<file path="src/hdl/ple_pkg.sv">
// ----------------------------------------------------------------------------
// ple_pkg
// shared types and constants of the positional list engine: beat payloads,
// mode codes and the command broadcast to every storage cell
// ----------------------------------------------------------------------------
package ple_pkg;

    localparam int CAPACITY   = 64;
    localparam int DATA_WIDTH = 32;

    // fixed field widths of the beats
    localparam int MODE_W = 3;
    localparam int POS_W  = 7;
    localparam int VAL_W  = 32;
    localparam int LEN_W  = 7;

    localparam int IDX_W = (CAPACITY > 1) ? $clog2(CAPACITY) : 1;
    localparam int CNT_W = $clog2(CAPACITY + 1);
    localparam int CMP_W = ((CNT_W > POS_W) ? CNT_W : POS_W) + 1;

    localparam logic [MODE_W-1:0] MODE_INSERT = 3'd0;
    localparam logic [MODE_W-1:0] MODE_REMOVE = 3'd1;
    localparam logic [MODE_W-1:0] MODE_READ   = 3'd2;
    localparam logic [MODE_W-1:0] MODE_WRITE  = 3'd3;
    localparam logic [MODE_W-1:0] MODE_CLEAR  = 3'd4;

    typedef struct packed {
        logic [MODE_W-1:0] mode;
        logic [POS_W-1:0]  position;
        logic [VAL_W-1:0]  value;
    } t_in_item;

    typedef struct packed {
        logic             ok;
        logic [VAL_W-1:0] read_value;
        logic [LEN_W-1:0] length;
        logic             empty_res;
    } t_out_item;

    typedef enum logic [1:0] {
        CELL_HOLD   = 2'd0,
        CELL_INSERT = 2'd1,
        CELL_REMOVE = 2'd2,
        CELL_WRITE  = 2'd3
    } t_cell_op;

    typedef struct packed {
        t_cell_op              op;
        logic [IDX_W-1:0]      tgt;
        logic [DATA_WIDTH-1:0] wdata;
        logic                  rd_start;
        logic                  rd_hit_en;
    } t_cell_cmd;

endpackage

</file>
<file path="src/hdl/ple_cell.sv">
// ----------------------------------------------------------------------------
// ple_cell
// one storage slot of the list: holds one word, shifts with its neighbors
// on insert and remove, and carries the read word along the chain
// ----------------------------------------------------------------------------
module ple_cell (
    input  logic                           i_clk,
    input  logic [ple_pkg::IDX_W-1:0]      i_idx,
    input  ple_pkg::t_cell_cmd             i_cmd,
    input  logic [ple_pkg::DATA_WIDTH-1:0] i_left_data,
    input  logic [ple_pkg::DATA_WIDTH-1:0] i_right_data,
    input  logic [ple_pkg::DATA_WIDTH-1:0] i_left_rd,
    output logic [ple_pkg::DATA_WIDTH-1:0] o_data,
    output logic [ple_pkg::DATA_WIDTH-1:0] o_rd
);
    import ple_pkg::*;

    logic [DATA_WIDTH-1:0] r_data, n_data;
    logic [DATA_WIDTH-1:0] r_rd, n_rd;
    logic                  at_tgt, past_tgt;

    assign at_tgt   = (i_idx == i_cmd.tgt);
    assign past_tgt = (i_idx > i_cmd.tgt);

    always_comb begin
        n_data = r_data;
        unique case (i_cmd.op)
            CELL_INSERT: begin
                if (past_tgt) begin
                    n_data = i_left_data;
                end else if (at_tgt) begin
                    n_data = i_cmd.wdata;
                end
            end
            CELL_REMOVE: begin
                if (at_tgt || past_tgt) begin
                    n_data = i_right_data;
                end
            end
            CELL_WRITE: begin
                if (at_tgt) begin
                    n_data = i_cmd.wdata;
                end
            end
            default: begin
                n_data = r_data;
            end
        endcase
    end

    // read word travels toward the far end, one cell a cycle
    always_comb begin
        if (i_cmd.rd_start) begin
            n_rd = (i_cmd.rd_hit_en && at_tgt) ? r_data : '0;
        end else begin
            n_rd = r_rd | i_left_rd;
        end
    end

    always_ff @(posedge i_clk) begin
        r_data <= n_data;
        r_rd   <= n_rd;
    end

    assign o_data = r_data;
    assign o_rd   = r_rd;

endmodule

</file>
<file path="config.mk">
export PLATFORM = sky130hd
export DESIGN_NAME = ple_cell
export DESIGN_NICKNAME = d
export VERILOG_FILES = /design/src/hdl/ple_pkg.sv /design/src/hdl/ple_cell.sv
export SDC_FILE = /design/constraint.sdc
export NUM_CORES = 1
export LEC_CHECK = 0
export BUFFER_PORTS_ARGS = -buffer_cell sky130_fd_sc_hd__buf_2
export CAP_MARGIN = 40
export CELL_PAD_IN_SITES_DETAIL_PLACEMENT = 0
export CELL_PAD_IN_SITES_GLOBAL_PLACEMENT = 1
export CORE_MARGIN = 5
export CORE_UTILIZATION = 33
export DETAILED_ROUTE_END_ITERATION = 7
export PLACE_DENSITY = 0.95
export SKIP_CTS_REPAIR_TIMING = 1
export SLEW_MARGIN = 40
export SYNTH_ARGS = -nofsm -noshare
export SYNTH_HDL_FRONTEND = slang
export SYNTH_SLANG_ARGS = --single-unit
</file>
<file path="constraint.sdc">
create_clock -name i_clk -period 5.5 [get_ports i_clk]
set_clock_uncertainty 0.2 [all_clocks]
set_input_delay 0.825 -clock i_clk [delete_from_list [all_inputs] [get_ports i_clk]]
set_output_delay 0.825 -clock i_clk [all_outputs]
set_load 0.01 [all_outputs]
</file>
# Word-level counts from Yosys, hierarchy flattened
# Cells that the tools add are included.
# classes
muxes	6
n_eq_ne	5
order_cmp	1
bitwise_logic	1
n_reduce_logical	4
# op_table
op	count
$mux 32	5
$pmux 32 s3	1
$or 32x32->32	1
$eq 6x6->1	1
$gt 6x6->1	1
$eq 2x2->1 const B	2
$reduce_bool 3->1	1
$eq 2x1->1 const B	1
$ne 2x2->1 const B	1
$reduce_and 2->1	1
$logic_and 1x1->1	1
$logic_or 1x1->1	1
# totals
input_bits	145
output_inout_bits	64
regBits	64

# Logic depth before layout (Yosys ltp)
# logic_depth
depth_word	4
ltp_mapped	9
depth_no_buf	7

# Worst setup path before layout
# OpenSTA, ideal clock, no wires.
# synth_timing
path_type	input -> register
startpoint	in i_cmd[39] (netlist name)
endpoint	reg r_data[0] (netlist: o_data[0]), enable pin
required_time_ns	4.906
setup_slack_ns	2.399
path_stages	6
n_path_buf	0
arrival_ns	2.507
cell_sequence	inv_1 -> ha_1 -> nand4_2 -> o221ai_2 -> o21ai_0 -> nand2b_1
# synth_between
elab_chain_len	4
elab_cells_between_ends	5
# synth_rtl
element	line_no	source
start: declaration	ple_cell.sv:9	input ple_pkg::t_cell_cmd i_cmd,
$gt 6x6->1 / $eq 6x6->1 (equally long branches)	ple_cell.sv:23, ple_cell.sv:22	
$logic_or 1x1->1 (*)	ple_cell.sv:36	if (at_tgt || past_tgt) begin
$ne 2x2->1 (no line) (*)	--	
$reduce_and 2->1 (no line) (*)	--	
end signal: assignment	ple_cell.sv:61	r_data <= n_data;
end: declaration	ple_cell.sv:18	logic [DATA_WIDTH-1:0] r_data, n_data;
# Mark *: on every way between the ends. The rest lies on a longest branch, timed or not.
# A chain may end at the register's enable or synchronous reset.

# Worst setup path after layout
# layout_timing
startpoint	in i_idx[5] (netlist name)
endpoint	reg r_rd[30] (netlist: o_rd[30])
# layout_between
elab_chain_len	4
# layout_rtl
element	line_no	source
start: declaration	ple_cell.sv:8	input logic [ple_pkg::IDX_W-1:0] i_idx,
$eq 6x6->1	ple_cell.sv:22	assign at_tgt = (i_idx == i_cmd.tgt);
$logic_and 1x1->1	ple_cell.sv:54	n_rd = (i_cmd.rd_hit_en && at_tgt) ? r_data : '0;
$mux 32	ple_cell.sv:54	
$mux 32	ple_cell.sv:53	if (i_cmd.rd_start) begin
named net n_rd[30]	ple_cell.sv:19	logic [DATA_WIDTH-1:0] r_rd, n_rd;
end signal: assignment	ple_cell.sv:62	r_rd <= n_rd;
end: declaration	ple_cell.sv:19	
# The timed path passes the listed nets, and every way through them passes these cells.

==> results.md <==
- Status: finished clean
- Die Span X: 110 um
- Prevailing post-synth register cell: edfxtp_1
- Final hold viol count: 0
- DRT antenna net count: 0
- DR iter-0 viols: 114
- Final period util: 57.0%
- # fillers: 983
- Syn Area/Cell: 9.80 um^2
- Post-synthesis sequential area ratio: 48.3%
- Post-synth top area share: 29.0%
- Diode count: 0
- Net Count, Synth: 489
- PortBufs: 208
- CTS Buffer Depth: 2
- Clock sinks: 64
- # rows: 36
- Fmax: 319 MHz
- CP Data Required Time: 5570 ps
- Pin count of the biggest net entering global routing: 34
- Register Area: 1600 um^2
- Critical Path AT: 3200 ps
- Layout area overhead: 40.5%
- RD Place Congestion: 0.786
- Post-Synthesis Cell Area: 3310 um^2
- Setup_tns: 0 ps
- Die area: 12,100 um^2
- Distinct cells, synth: 24
- Max-Cap Viols: 0
- Clock buffer count from CTS: 9
- Layout cells sized above 1: 48.2%
- Top-count cell post-synth: nand2_1
- First drt pass iteration count: 4
- Synth area leader: edfxtp_1
- Hold wc startpoint: o_rd[6]$_DFF_P_
- Final HPWL DP: 8330 um
- Fin util: 47.6%
- DR vias/cell: 4.81
- Leakage: 2.10 nW
- Footprint of the multi-input gates: 1600 um^2
- Hold worst-path end: o_rd[6]$_DFF_P_
- Hold Path Cell Cnt: 2
- Ranking of synthesized cells by area: edfxtp_1, dfxtp_1, o211ai_2
- RR Endpoint: o_data[19]$_DFFE_PP_
- Post-layout net count: 690
- Worst min path class: flip-flop to flip-flop
- Initial antenna violation count: 0
- Worst VDD drop: 123 uV
- RSZ-0062 raised after global routing: false
- Post-synth ARST share: 0%
- Syn Inst Count: 338
- Skew-Pair Late Insertion Delay: 340 ps
- CTS root buf: clkbuf_8
- Max-slew violation count: 0
- Synth Warn #: 0
- Crit end category: flip-flop
- Final setup fails: 0
- Pwr Density: 279 nW/um^2
- Grt total ovfl: 0
- Vias in the first global route: 3,448
- EDFF count, synth: 32
- H-tree Lvls: 3
- R2R Setup Slk: 4290 ps
- R2r startpoint: o_data[19]$_DFFE_PP_
- Vias: 3,259
- Kind of critical path: primary input to flip-flop
- Minimum clock period: 3130 ps
- Total wire length: 10,900 um
- Worst-margin pin slew: 710 ps
- CTS tree: built
- First-pass GRT wire length: 16,400 um
- Ports: 209
- Hold WS: 287 ps
- CP Max Fanout: 20
- FF-to-FF path depth: 2
- Initial core utilization: 33.9%
- GRT Overall Usage: 17.7%
- Startpoint types: primary input
- Seq cells post-synth: 64
- Residual DRC: 0
- DIE HEIGHT: 110 um
- Slew margin rel.: 52.6%
- WL per Instance: 16.1 um
- Clk slew on worst S/H paths: 70 ps
- Core ar.: 9770 um^2
## routing by layer
layer / track usage (%) / routed length, um / vias up
li1: - / - / 1610
met1: 20.0 / 4340 / 1504
met2: 31.7 / 5580 / 128
met3: 4.66 / 802 / 17
met4: 7.04 / 193 / 0
met5: 0 / 0 / -
## stage by stage
stage	setup slack (ps)	total power [mW]	instances	cell area, um^2
6_report	2370	1.30	677	4660
5_1_grt	2160	1.37	677	4660
4_1_cts	2240	1.31	677	4650
3_5_place_dp	1870	0.926	661	4470
3_3_place_gp	1690	0.908	660	4450
2_1_floorplan	2400	0.779	338	3310
## flip-flops by register name, indices dropped and copies added (netlist names)
| register | flops |
|---|---|
| o_data | 32 |
| o_rd | 32 |
## worst max-delay path by stage
stage / start / to / slack [ps] / cells past startpoint
after floorplan: i_cmd[39] / o_data[0]$_DFFE_PP_ / 2400 / 6
after global placement: i_cmd[39] / o_data[22]$_DFFE_PP_ / 1690 / 7
after detailed placement: i_cmd[39] / o_data[3]$_DFFE_PP_ / 1870 / 8
after CTS: i_cmd[39] / o_data[10]$_DFFE_PP_ / 2240 / 8
after global routing: i_cmd[37] / o_rd[30]$_DFF_P_ / 2160 / 9
final: i_idx[5] / o_rd[30]$_DFF_P_ / 2370 / 8
## area by class of cell
cell class                      instances  area share [%]
Tap cell                              133            3.57
Timing Repair Buffer                  213            23.3
Inverter                                7           0.564
Clock inverter                          5            1.02
Clock buffer                           11            2.82
Multi-Input combinational cell        244            34.3
Sequential cell                        64            34.4
## power by group
part | switching, mW | internal (mW)
sequential | 0.0390 | 0.571
clock | 0.180 | 0.205
combinational | 0.163 | 0.139
## logic make-up (layout without fill, tap and decap cells)
logic type,Yosys count,after routing,share of synthesized area [%]
buffers and inverters,30,236,4.34
multiplexers,32,32,9.67
adder cells (fa/ha/maj),6,6,2.27
flip-flops,64,64,48.3
AO/OA/AOI/OAI,70,70,18.0
AND/OR/NAND/NOR,136,136,17.4
## cells in the final DEF (no fill, tap or decap)
master,count
nand3_1,32
o211ai_2,30
and3_1,1
nor2_1,32
nor2b_2,1
nor2_4,1
bufinv_16,1
o22a_4,1
nand2_1,66
o21ai_1,30
buf_4,4
clkinv_2,2
o211ai_1,2
buf_8,1
inv_1,7
nor2_2,1
clkbuf_8,9
o21ai_0,3
clkbuf_1,2
edfxtp_1,32
a21oi_1,3
nand2b_4,1
nand4_2,1
clkinv_1,2
mux2i_1,32
ha_1,6
buf_2,208
dfxtp_1,32
o221ai_4,1
## worst max-delay path, cell delays in order
cell and delay, ps:
buf_2 100, ha_1 320, nand4_2 180, nor2_4 610, and3_1 600, buf_4 370
nand2_1 80, o21ai_1 100
(Power assumes the default switching activity.)
